<file path="src/lexical_token_scanner_unit_assert.svh">
// Assertion macros shared by the scanner RTL.
`ifndef LEXICAL_TOKEN_SCANNER_UNIT_ASSERT_SVH
`define LEXICAL_TOKEN_SCANNER_UNIT_ASSERT_SVH

// Same-cycle implication, disabled during reset.
`define LTS_ASSERT_NOW(label, clk, rst_n, ante, cons, msg) \
    label: assert property (@(posedge clk) disable iff (!rst_n) (ante) |-> (cons)) \
        else $error(msg);

// Next-cycle implication, disabled during reset.
`define LTS_ASSERT_NEXT(label, clk, rst_n, ante, cons, msg) \
    label: assert property (@(posedge clk) disable iff (!rst_n) (ante) |=> (cons)) \
        else $error(msg);

`endif

</file>
<file path="src/lts_pkg.sv">
package lts_pkg;

    localparam int MAX_TOKEN_LEN_DEF  = 32;
    localparam int VALUE_WIDTH_DEF    = 32;
    localparam int POSITION_WIDTH_DEF = 16;

    localparam int CHAR_W   = 8;
    localparam int CODE_W   = 5;
    localparam int VALUE_W  = 32;
    localparam int LEN_W    = 6;
    localparam int START_W  = 16;
    localparam int KW_N     = 6;
    localparam int KW_IDX_W = 3;
    localparam int TDATA_W  = 64;
    localparam int TUSER_W  = 2;

    localparam int FIFO_DEPTH = 4;
    localparam int FIFO_PTR_W = 2;
    localparam int FIFO_CNT_W = 3;

    localparam logic [CODE_W-1:0] TC_END        = 5'd0;
    localparam logic [CODE_W-1:0] TC_FOR        = 5'd1;
    localparam logic [CODE_W-1:0] TC_IDENT      = 5'd10;
    localparam logic [CODE_W-1:0] TC_NUMBER     = 5'd11;
    localparam logic [CODE_W-1:0] TC_PLUS       = 5'd13;
    localparam logic [CODE_W-1:0] TC_MINUS      = 5'd14;
    localparam logic [CODE_W-1:0] TC_STAR       = 5'd15;
    localparam logic [CODE_W-1:0] TC_SLASH      = 5'd16;
    localparam logic [CODE_W-1:0] TC_COLON      = 5'd17;
    localparam logic [CODE_W-1:0] TC_ASSIGN     = 5'd18;
    localparam logic [CODE_W-1:0] TC_LESS       = 5'd20;
    localparam logic [CODE_W-1:0] TC_NOT_EQ     = 5'd21;
    localparam logic [CODE_W-1:0] TC_LESS_EQ    = 5'd22;
    localparam logic [CODE_W-1:0] TC_GREATER    = 5'd23;
    localparam logic [CODE_W-1:0] TC_GREATER_EQ = 5'd24;
    localparam logic [CODE_W-1:0] TC_EQUAL      = 5'd25;
    localparam logic [CODE_W-1:0] TC_SEMI       = 5'd26;
    localparam logic [CODE_W-1:0] TC_LPAREN     = 5'd27;
    localparam logic [CODE_W-1:0] TC_RPAREN     = 5'd28;

    localparam logic [KW_N-1:0] KW_ALL = 6'h3F;

    typedef struct packed {
        logic [CODE_W-1:0]  code;
        logic               err;
        logic [VALUE_W-1:0] value;
        logic               ovf;
        logic [LEN_W-1:0]   len;
        logic [START_W-1:0] start;
        logic               eot;
        logic               last;
    } t_token;

    function automatic logic is_letter(input logic [CHAR_W-1:0] c);
        return (c >= "a" && c <= "z") || (c >= "A" && c <= "Z");
    endfunction

    function automatic logic is_digit(input logic [CHAR_W-1:0] c);
        return c >= "0" && c <= "9";
    endfunction

    function automatic logic [KW_IDX_W-1:0] kw_len(input int k);
        logic [KW_IDX_W-1:0] r;
        unique case (k)
            0:       r = 3'd3;
            1:       r = 3'd2;
            2:       r = 3'd4;
            3:       r = 3'd4;
            4:       r = 3'd5;
            default: r = 3'd2;
        endcase
        return r;
    endfunction

    function automatic logic [CHAR_W-1:0] kw_char(input int k, input logic [KW_IDX_W-1:0] idx);
        logic [8*KW_N-1:0] s;
        unique case (k)
            0:       s = {"for", 24'h0};
            1:       s = {"if", 32'h0};
            2:       s = {"then", 16'h0};
            3:       s = {"else", 16'h0};
            4:       s = {"while", 8'h0};
            default: s = {"do", 32'h0};
        endcase
        return s[8*KW_N-1 - 8*idx -: 8];
    endfunction

    function automatic logic [KW_N-1:0] kw_update(input logic [KW_N-1:0] match,
                                                  input logic [KW_IDX_W-1:0] idx,
                                                  input logic [CHAR_W-1:0] c);
        logic [KW_N-1:0] r;
        for (int k = 0; k < KW_N; k++) begin
            r[k] = match[k] && (idx < kw_len(k)) && (kw_char(k, idx) == c);
        end
        return r;
    endfunction

endpackage

</file>
<file path="src/lexical_token_scanner_unit.sv">
// Streaming lexer: one ASCII character per input beat, tokens out as beats. It accepts one
// character every cycle; each character yields zero, one or two result beats, which wait in a
// four-entry result queue, and the input is held off only while that queue has fewer than two
// free entries, so the sustained rate is one character per cycle as long as the output side
// takes on average one beat per character. Results: keywords (for, if, then, else, while, do),
// letter-only identifiers, saturating decimal numbers, single and two-character operators
// (:= <> <= >=), error beats for unknown characters and digits followed by a letter, and an
// end beat on '#', which also returns the scanner and its position counter to reset state.
// tlast marks the final result beat caused by one character.
`include "lexical_token_scanner_unit_assert.svh"

module lexical_token_scanner_unit #(
    parameter int MAX_TOKEN_LEN  = lts_pkg::MAX_TOKEN_LEN_DEF,
    parameter int VALUE_WIDTH    = lts_pkg::VALUE_WIDTH_DEF,
    parameter int POSITION_WIDTH = lts_pkg::POSITION_WIDTH_DEF
) (
    input  logic                        i_clk,
    input  logic                        i_rst_n,
    input  logic                        i_s_tvalid,
    output logic                        o_s_tready,
    input  logic [lts_pkg::CHAR_W-1:0]  i_s_tdata,   // [7:0] char_in
    output logic                        o_m_tvalid,
    input  logic                        i_m_tready,
    // [4:0] token_code, [36:5] number_value, [37] overflow_flag, [43:38] token_length,
    // [59:44] token_start, [63:60] zero
    output logic [lts_pkg::TDATA_W-1:0] o_m_tdata,
    output logic [lts_pkg::TUSER_W-1:0] o_m_tuser,   // [0] is_error, [1] end_of_text
    output logic                        o_m_tlast    // last_of_run
);

    localparam int VXW = (VALUE_WIDTH > lts_pkg::VALUE_W) ? VALUE_WIDTH : lts_pkg::VALUE_W;
    localparam int SXW = (POSITION_WIDTH > lts_pkg::START_W) ? POSITION_WIDTH
                                                              : lts_pkg::START_W;
    localparam int MW  = VALUE_WIDTH + 4;

    typedef enum logic [2:0] {
        MODE_IDLE,
        MODE_IDENT,
        MODE_NUMBER,
        MODE_COLON,
        MODE_LESS,
        MODE_GREATER
    } t_mode;

    t_mode                             r_mode, n_mode;
    logic [lts_pkg::KW_N-1:0]          r_kw, n_kw;
    logic [lts_pkg::LEN_W-1:0]         r_len, n_len;
    logic [VALUE_WIDTH-1:0]            r_acc, n_acc;
    logic                              r_sat, n_sat;
    logic [POSITION_WIDTH-1:0]         r_pos, n_pos;
    logic [POSITION_WIDTH-1:0]         r_start, n_start;

    lts_pkg::t_token                   r_fifo [lts_pkg::FIFO_DEPTH];
    logic [lts_pkg::FIFO_PTR_W-1:0]    r_wr_ptr, r_rd_ptr;
    logic [lts_pkg::FIFO_CNT_W-1:0]    r_count;

    logic [lts_pkg::CHAR_W-1:0]        w_c;
    logic                              w_in_acc, w_pop;
    logic [1:0]                        w_cnt;
    lts_pkg::t_token                   w_res0, w_res1, w_tok_a, w_tok_b, w_head;
    logic                              w_emit_a, w_emit_b, w_done, w_reset;
    logic                              w_start;
    t_mode                             w_start_mode;
    logic [MW-1:0]                     w_mul;
    logic [lts_pkg::CODE_W-1:0]        w_id_code;

    function automatic lts_pkg::t_token make_tok(
        input logic [lts_pkg::CODE_W-1:0] code,
        input logic                       err,
        input logic [VALUE_WIDTH-1:0]     val,
        input logic                       ovf,
        input logic [lts_pkg::LEN_W-1:0]  len,
        input logic [POSITION_WIDTH-1:0]  start,
        input logic                       eot
    );
        lts_pkg::t_token t;
        logic [VXW-1:0]  v;
        logic [SXW-1:0]  s;
        v       = VXW'(val);
        s       = SXW'(start);
        t.code  = code;
        t.err   = err;
        t.value = v[lts_pkg::VALUE_W-1:0];
        t.ovf   = ovf;
        t.len   = len;
        t.start = s[lts_pkg::START_W-1:0];
        t.eot   = eot;
        t.last  = 1'b0;
        return t;
    endfunction

    assign w_c        = i_s_tdata;
    assign o_s_tready = r_count < lts_pkg::FIFO_CNT_W'(lts_pkg::FIFO_DEPTH - 1);
    assign w_in_acc   = i_s_tvalid && o_s_tready;
    assign w_head     = r_fifo[r_rd_ptr];
    assign o_m_tvalid = r_count != '0;
    assign w_pop      = o_m_tvalid && i_m_tready;
    assign o_m_tdata  = {4'b0, w_head.start, w_head.len, w_head.ovf, w_head.value, w_head.code};
    assign o_m_tuser  = {w_head.eot, w_head.err};
    assign o_m_tlast  = w_head.last;

    assign w_mul = (MW'(r_acc) << 3) + (MW'(r_acc) << 1) + MW'(w_c[3:0]);

    always_comb begin
        w_id_code = lts_pkg::TC_IDENT;
        for (int k = lts_pkg::KW_N - 1; k >= 0; k--) begin
            if (!r_sat && r_kw[k] && r_len == lts_pkg::LEN_W'(lts_pkg::kw_len(k))) begin
                w_id_code = lts_pkg::TC_FOR + lts_pkg::CODE_W'(k);
            end
        end
    end

    always_comb begin
        n_mode       = r_mode;
        n_kw         = r_kw;
        n_len        = r_len;
        n_acc        = r_acc;
        n_sat        = r_sat;
        n_start      = r_start;
        n_pos        = r_pos + 1'b1;
        w_done       = 1'b0;
        w_reset      = 1'b0;
        w_emit_a     = 1'b0;
        w_emit_b     = 1'b0;
        w_start      = 1'b0;
        w_start_mode = MODE_IDLE;
        w_tok_a      = '0;
        w_tok_b      = '0;

        unique case (r_mode)
            MODE_IDENT: begin
                if (lts_pkg::is_letter(w_c)) begin
                    n_kw = (r_len < lts_pkg::LEN_W'(lts_pkg::KW_N))
                         ? lts_pkg::kw_update(r_kw, r_len[lts_pkg::KW_IDX_W-1:0], w_c) : '0;
                    if (r_len < lts_pkg::LEN_W'(MAX_TOKEN_LEN)) n_len = r_len + 1'b1;
                    else n_sat = 1'b1;
                    w_done = 1'b1;
                end else begin
                    w_emit_a = 1'b1;
                    w_tok_a  = make_tok(w_id_code, 1'b0, '0, r_sat, r_len, r_start, 1'b0);
                end
            end
            MODE_NUMBER: begin
                if (lts_pkg::is_digit(w_c)) begin
                    if (w_mul[MW-1 -: 4] != 4'b0) begin
                        n_acc = '1;
                        n_sat = 1'b1;
                    end else begin
                        n_acc = w_mul[VALUE_WIDTH-1:0];
                    end
                    if (r_len < lts_pkg::LEN_W'(MAX_TOKEN_LEN)) n_len = r_len + 1'b1;
                    else n_sat = 1'b1;
                    w_done = 1'b1;
                end else if (lts_pkg::is_letter(w_c)) begin
                    w_emit_a     = 1'b1;
                    w_tok_a      = make_tok(lts_pkg::TC_NUMBER, 1'b1, '0, r_sat, r_len,
                                            r_start, 1'b0);
                    w_start      = 1'b1;
                    w_start_mode = MODE_IDENT;
                    w_done       = 1'b1;
                end else begin
                    w_emit_a = 1'b1;
                    w_tok_a  = make_tok(lts_pkg::TC_NUMBER, 1'b0, r_acc, r_sat, r_len,
                                        r_start, 1'b0);
                end
            end
            MODE_COLON: begin
                w_emit_a = 1'b1;
                if (w_c == "=") begin
                    w_tok_a = make_tok(lts_pkg::TC_ASSIGN, 1'b0, '0, 1'b0, 6'd2, r_start, 1'b0);
                    n_mode  = MODE_IDLE;
                    w_done  = 1'b1;
                end else begin
                    w_tok_a = make_tok(lts_pkg::TC_COLON, 1'b0, '0, 1'b0, 6'd1, r_start, 1'b0);
                end
            end
            MODE_LESS: begin
                w_emit_a = 1'b1;
                if (w_c == ">") begin
                    w_tok_a = make_tok(lts_pkg::TC_NOT_EQ, 1'b0, '0, 1'b0, 6'd2, r_start, 1'b0);
                    n_mode  = MODE_IDLE;
                    w_done  = 1'b1;
                end else if (w_c == "=") begin
                    w_tok_a = make_tok(lts_pkg::TC_LESS_EQ, 1'b0, '0, 1'b0, 6'd2, r_start,
                                       1'b0);
                    n_mode  = MODE_IDLE;
                    w_done  = 1'b1;
                end else begin
                    w_tok_a = make_tok(lts_pkg::TC_LESS, 1'b0, '0, 1'b0, 6'd1, r_start, 1'b0);
                end
            end
            MODE_GREATER: begin
                w_emit_a = 1'b1;
                if (w_c == "=") begin
                    w_tok_a = make_tok(lts_pkg::TC_GREATER_EQ, 1'b0, '0, 1'b0, 6'd2, r_start,
                                       1'b0);
                    n_mode  = MODE_IDLE;
                    w_done  = 1'b1;
                end else begin
                    w_tok_a = make_tok(lts_pkg::TC_GREATER, 1'b0, '0, 1'b0, 6'd1, r_start,
                                       1'b0);
                end
            end
            default: begin
            end
        endcase

        if (!w_done) begin
            n_mode = MODE_IDLE;
            if (w_c == " " || w_c == "\n") begin
                n_mode = MODE_IDLE;
            end else if (lts_pkg::is_letter(w_c)) begin
                w_start      = 1'b1;
                w_start_mode = MODE_IDENT;
            end else if (lts_pkg::is_digit(w_c)) begin
                w_start      = 1'b1;
                w_start_mode = MODE_NUMBER;
            end else begin
                w_emit_b = 1'b1;
                unique case (w_c)
                    "+": w_tok_b = make_tok(lts_pkg::TC_PLUS, 1'b0, '0, 1'b0, 6'd1, r_pos, 1'b0);
                    "-": w_tok_b = make_tok(lts_pkg::TC_MINUS, 1'b0, '0, 1'b0, 6'd1, r_pos,
                                            1'b0);
                    "*": w_tok_b = make_tok(lts_pkg::TC_STAR, 1'b0, '0, 1'b0, 6'd1, r_pos, 1'b0);
                    "/": w_tok_b = make_tok(lts_pkg::TC_SLASH, 1'b0, '0, 1'b0, 6'd1, r_pos,
                                            1'b0);
                    "=": w_tok_b = make_tok(lts_pkg::TC_EQUAL, 1'b0, '0, 1'b0, 6'd1, r_pos,
                                            1'b0);
                    ";": w_tok_b = make_tok(lts_pkg::TC_SEMI, 1'b0, '0, 1'b0, 6'd1, r_pos, 1'b0);
                    "(": w_tok_b = make_tok(lts_pkg::TC_LPAREN, 1'b0, '0, 1'b0, 6'd1, r_pos,
                                            1'b0);
                    ")": w_tok_b = make_tok(lts_pkg::TC_RPAREN, 1'b0, '0, 1'b0, 6'd1, r_pos,
                                            1'b0);
                    ":": begin
                        w_emit_b     = 1'b0;
                        w_start      = 1'b1;
                        w_start_mode = MODE_COLON;
                    end
                    "<": begin
                        w_emit_b     = 1'b0;
                        w_start      = 1'b1;
                        w_start_mode = MODE_LESS;
                    end
                    ">": begin
                        w_emit_b     = 1'b0;
                        w_start      = 1'b1;
                        w_start_mode = MODE_GREATER;
                    end
                    "#": begin
                        w_tok_b = make_tok(lts_pkg::TC_END, 1'b0, '0, 1'b0, 6'd1, r_pos, 1'b1);
                        w_reset = 1'b1;
                    end
                    default: begin
                        w_tok_b = make_tok(lts_pkg::TC_END, 1'b1, '0, 1'b0, 6'd1, r_pos, 1'b0);
                    end
                endcase
            end
        end

        if (w_start) begin
            n_mode  = w_start_mode;
            n_len   = lts_pkg::LEN_W'(1);
            n_sat   = 1'b0;
            n_start = r_pos;
            n_acc   = lts_pkg::is_digit(w_c) ? VALUE_WIDTH'(w_c[3:0]) : '0;
            n_kw    = lts_pkg::is_letter(w_c)
                    ? lts_pkg::kw_update(lts_pkg::KW_ALL, '0, w_c) : lts_pkg::KW_ALL;
        end

        if (w_reset) begin
            n_mode  = MODE_IDLE;
            n_kw    = lts_pkg::KW_ALL;
            n_len   = '0;
            n_acc   = '0;
            n_sat   = 1'b0;
            n_pos   = '0;
            n_start = '0;
        end
    end

    // Pack the results of this character into queue order and flag the final one.
    always_comb begin
        w_res0 = w_emit_a ? w_tok_a : w_tok_b;
        w_res1 = w_tok_b;
        w_cnt  = 2'(w_emit_a) + 2'(w_emit_b);
        if (w_cnt == 2'd1) w_res0.last = 1'b1;
        if (w_cnt == 2'd2) w_res1.last = 1'b1;
    end

    always_ff @(posedge i_clk) begin
        if (!i_rst_n) begin
            r_mode   <= MODE_IDLE;
            r_kw     <= lts_pkg::KW_ALL;
            r_len    <= '0;
            r_acc    <= '0;
            r_sat    <= 1'b0;
            r_pos    <= '0;
            r_start  <= '0;
            r_wr_ptr <= '0;
            r_rd_ptr <= '0;
            r_count  <= '0;
        end else begin
            if (w_in_acc) begin
                r_mode   <= n_mode;
                r_kw     <= n_kw;
                r_len    <= n_len;
                r_acc    <= n_acc;
                r_sat    <= n_sat;
                r_pos    <= n_pos;
                r_start  <= n_start;
                r_wr_ptr <= r_wr_ptr + lts_pkg::FIFO_PTR_W'(w_cnt);
            end
            if (w_pop) r_rd_ptr <= r_rd_ptr + 1'b1;
            r_count <= r_count + (w_in_acc ? lts_pkg::FIFO_CNT_W'(w_cnt) : '0)
                     - lts_pkg::FIFO_CNT_W'(w_pop);
        end
    end

    always_ff @(posedge i_clk) begin
        if (w_in_acc && w_cnt != 2'd0) r_fifo[r_wr_ptr] <= w_res0;
        if (w_in_acc && w_cnt == 2'd2) r_fifo[r_wr_ptr + 1'b1] <= w_res1;
    end

    `LTS_ASSERT_NOW(a_queue_bound, i_clk, i_rst_n, 1'b1,
        r_count <= lts_pkg::FIFO_CNT_W'(lts_pkg::FIFO_DEPTH), "result queue overfilled")
    `LTS_ASSERT_NOW(a_end_is_last, i_clk, i_rst_n, o_m_tvalid && w_head.eot,
        w_head.last, "end beat not marked last")
    `LTS_ASSERT_NEXT(a_hash_resets, i_clk, i_rst_n, w_in_acc && w_c == "#",
        r_pos == '0 && r_mode == MODE_IDLE, "end character did not reset scanner")
    `LTS_ASSERT_NEXT(a_result_shown, i_clk, i_rst_n, w_in_acc && w_cnt != 2'd0,
        o_m_tvalid, "accepted result not presented")

endmodule

</file>
<file path="config.mk">
export PLATFORM = sky130hd
export DESIGN_NAME = lexical_token_scanner_unit
export DESIGN_NICKNAME = d
export VERILOG_FILES = /design/src/lts_pkg.sv /design/src/lexical_token_scanner_unit.sv
export VERILOG_INCLUDE_DIRS = /design/src /design/src/src
export SDC_FILE = /design/constraint.sdc
export NUM_CORES = 1
export LEC_CHECK = 0
export BUFFER_PORTS_ARGS = -buffer_cell sky130_fd_sc_hd__buf_2
export CORE_ASPECT_RATIO = 0.5
export CORE_MARGIN = 5
export CORE_UTILIZATION = 30
export DETAILED_ROUTE_END_ITERATION = 6
export HOLD_SLACK_MARGIN = 0.02
export PLACE_DENSITY_LB_ADDON = 0.15
export RECOVER_POWER = 50
export SETUP_SLACK_MARGIN = 0.15
export SYNTH_ARGS = -nofsm -noshare
export SYNTH_HDL_FRONTEND = slang
export SYNTH_SLANG_ARGS = --single-unit
</file>
<file path="constraint.sdc">
create_clock -name i_clk -period 8.9 [get_ports i_clk]
set_clock_uncertainty 0.2 [all_clocks]
set_input_delay 1.335 -clock i_clk [delete_from_list [all_inputs] [get_ports i_clk]]
set_output_delay 1.335 -clock i_clk [all_outputs]
set_load 0.05 [all_outputs]
</file>
==> impl_metrics.toml <==
[timing]
final_max_slew_viol_count = 120
fin_ws_ps = 2228
setup_tns_ps = 0
hold_viol_final = 0
finalSetupViolCount = 0
worst_slew_pin_slew_ps = 3686
max_freq_mhz = 149.9
fin_crit_sh = 0.7496
maxSlewHeadroom = -1.460
finalCriticalPeriod_ps = 6672
rsz0062_at_grt = "no"

[routing]
vias_per_cell = 5.488
first_iter_violations = 1049
first_pass_iters = 5
routedWlPerCell_um = 21.95
ant_nets = 0
via_count = 13501
wl_um = 53990
drcViolationCount = 0

[floorplanning]
start_util = 0.3025
boundaryPins = 81
die_width_um = 355.5
rows = 63
die-area_sq_mm = 0.06498
die_h_um = 182.8
core-area_sq_mm = 0.05920

[setup_path]
critPathCaptureType = "flip-flop"
start_kind = "input pin"
r2r_slack_ps = 3640
startpoint = "i_s_tdata[1]"
cp.required_ps = 9100
r2r-start = "r_acc[0]"
critPathArrivalTime_ps = 6870
critical_path.max_fanout = 38
crit_type = "in2reg"

[clock_network]
postCtsHoldBufs = 0
clockRootBuffer = "clkbuf_16"
clk_pin_slew_ps = 60
clk_latency_ps = 530
cts.sinks = 341
post_cts_buffers = 0
numCtsBuffers = 35
htree_levels = 2
clk_path_buf_depth = 3
post_cts_resized = 0
tritoncts = "yes"

[logic_synthesis]
synth.avg_cell_area_sq_um = 10.88
synthesis.area_sq_mm = 0.01791
synth_cells = 1646
synth_ff_type = "dfxtp_1"
synth_enable_flop_cells = 100
ys_ff_latch = 341
synth_seq_area_share = 0.4371
yosys.cell_types.count = 100
async_reset_ff_frac = 0
yosys_warnings = 0

[finish]
drive_above_1_share = 0.1183
area_growth_pct = 10.38
post-route-util = 0.3339
fillers = 5936
layout_common_cells = "dfxtp_1 (240), a32o_1 (148), nand2_1 (132), edfxtp_1 (100), a22o_1 (86)"
diodes = 0
nNetsFinal = 1719
fin_area_sq_mm = 0.01977
layout_commonest_cell = "dfxtp_1"

[placement]
place.gp.congestion = 0.8426
portBuffers = 76
dp_hpwl_um = 35210
preCtsSetupSlack_ps = 2717
place_area_sq_mm = 0.01879

[global_routing]
grt_use_total = 0.1617
antenna_found_initial = 0
grt_pass1_wl_um = 83060
grt_max_degree = 86
first_global_vias = 13444
grt_overflow = 0

[pwr]
p_leak_nw = 7.208
vdd_drop_max_uv = 108.7
power_mw = 4.236
power_density_mw_per_mm2 = 214.3

[min_path]
hold_class = "reg2reg"
worstHoldStart = "r_fifo[2][38]"

[run_status]
status = "complete, but fails checks"
violations = "max-capacitance violations, max-slew violations"

[run]
cap_violations = 3
[area by class of cell]
type	instances	area (sq um)	share of cell area
multi-input cells	1122	9205	0.4657
flip-flops and latches	341	7831	0.3962
well taps	812	1016	0.05140
clock buffers	47	960.9	0.04861
repair buffers	97	444.2	0.02247
clock inverters	12	192.7	0.009748
inverters	29	116.4	0.005887
[synth_stat cells (27+ instances only)]
master / instances / share of area
buf_2: 33 / 0.0092
inv_1: 27 / 0.0057
o21ai_1: 28 / 0.0078
nand3_1: 29 / 0.0081
xor2_1: 28 / 0.014
a21oi_1: 65 / 0.018
xnor2_1: 27 / 0.013
o22ai_1: 30 / 0.010
ha_1: 78 / 0.054
clkbuf_1: 90 / 0.019
dfxtp_1: 241 / 0.27
edfxtp_1: 100 / 0.17
a32o_1: 148 / 0.083
o21ai_0: 34 / 0.0095
a22o_1: 86 / 0.042
mux4_2: 63 / 0.079
nor2_1: 85 / 0.018
nand2_1: 132 / 0.028
[cell families (layout without fill, tap and decap cells)]
group,count (synthesis),in the layout,share of synthesized area
adders and majority gates,81,81,0.05785
buffers and inverters,186,185,0.04884
other,1,4,0.0002094
xor gates and xnor gates,56,56,0.02781
muxes,67,67,0.08153
AOI/OAI and AO/OA,510,510,0.2294
and+or+nand+nor,404,404,0.1173
DFF,341,341,0.4371
[metrics by stage]
stage / hold WS, ps / cells
2_1_floorplan: 236.6 / 1649
3_3_place_gp: 242.0 / 2401
3_5_place_dp: 248.3 / 2401
4_1_cts: 262.5 / 2460
5_1_grt: 271.9 / 2460
6_report: 258.5 / 2460
[per-layer routing]
metal  global-route usage  vias to the layer above  share of wire
met2               0.2744                      260           0.48
met4              0.04102                        0          0.023
li1                     -                     6379              -
met1               0.2208                     6795           0.47
met5                    0                        -              0
met3              0.01998                       67          0.035
[worst max-delay path, stage by stage]
cell	delay [ps]
clkbuf_1	930
o21ai_0	500
a21boi_0	390
a21o_1	720
or2_0	570
ha_1	320
nand2_1	200
nor2_1	380
nor2_4	40
clkbuf_1	880
a32o_1	560
[registers in the layout, summed over array words and instances, names as in the netlist, 2 cells and up, named ones only]
register	flops
r_acc	32
r_fifo	252
r_wr_ptr	2
r_count	3
r_mode	3
r_start	16
r_kw	6
r_len	6
r_rd_ptr	2
r_pos	16
[report_power, final]
group / internal [mW] / total, mW / switching (mW) / leakage (nW)
registers: 1.67 / 1.78 / 0.106 / 2.97
clock network: 0.903 / 1.53 / 0.627 / 0.560
logic: 0.279 / 0.928 / 0.649 / 3.68
[final timing paths]
check,endpoint,cells after the start
max,r_fifo[3][46],11
min,r_fifo[2][38],1
max reg2reg,r_acc[2],12
min reg2reg,r_fifo[2][38],1
Power figures use the tool's default switching activity.
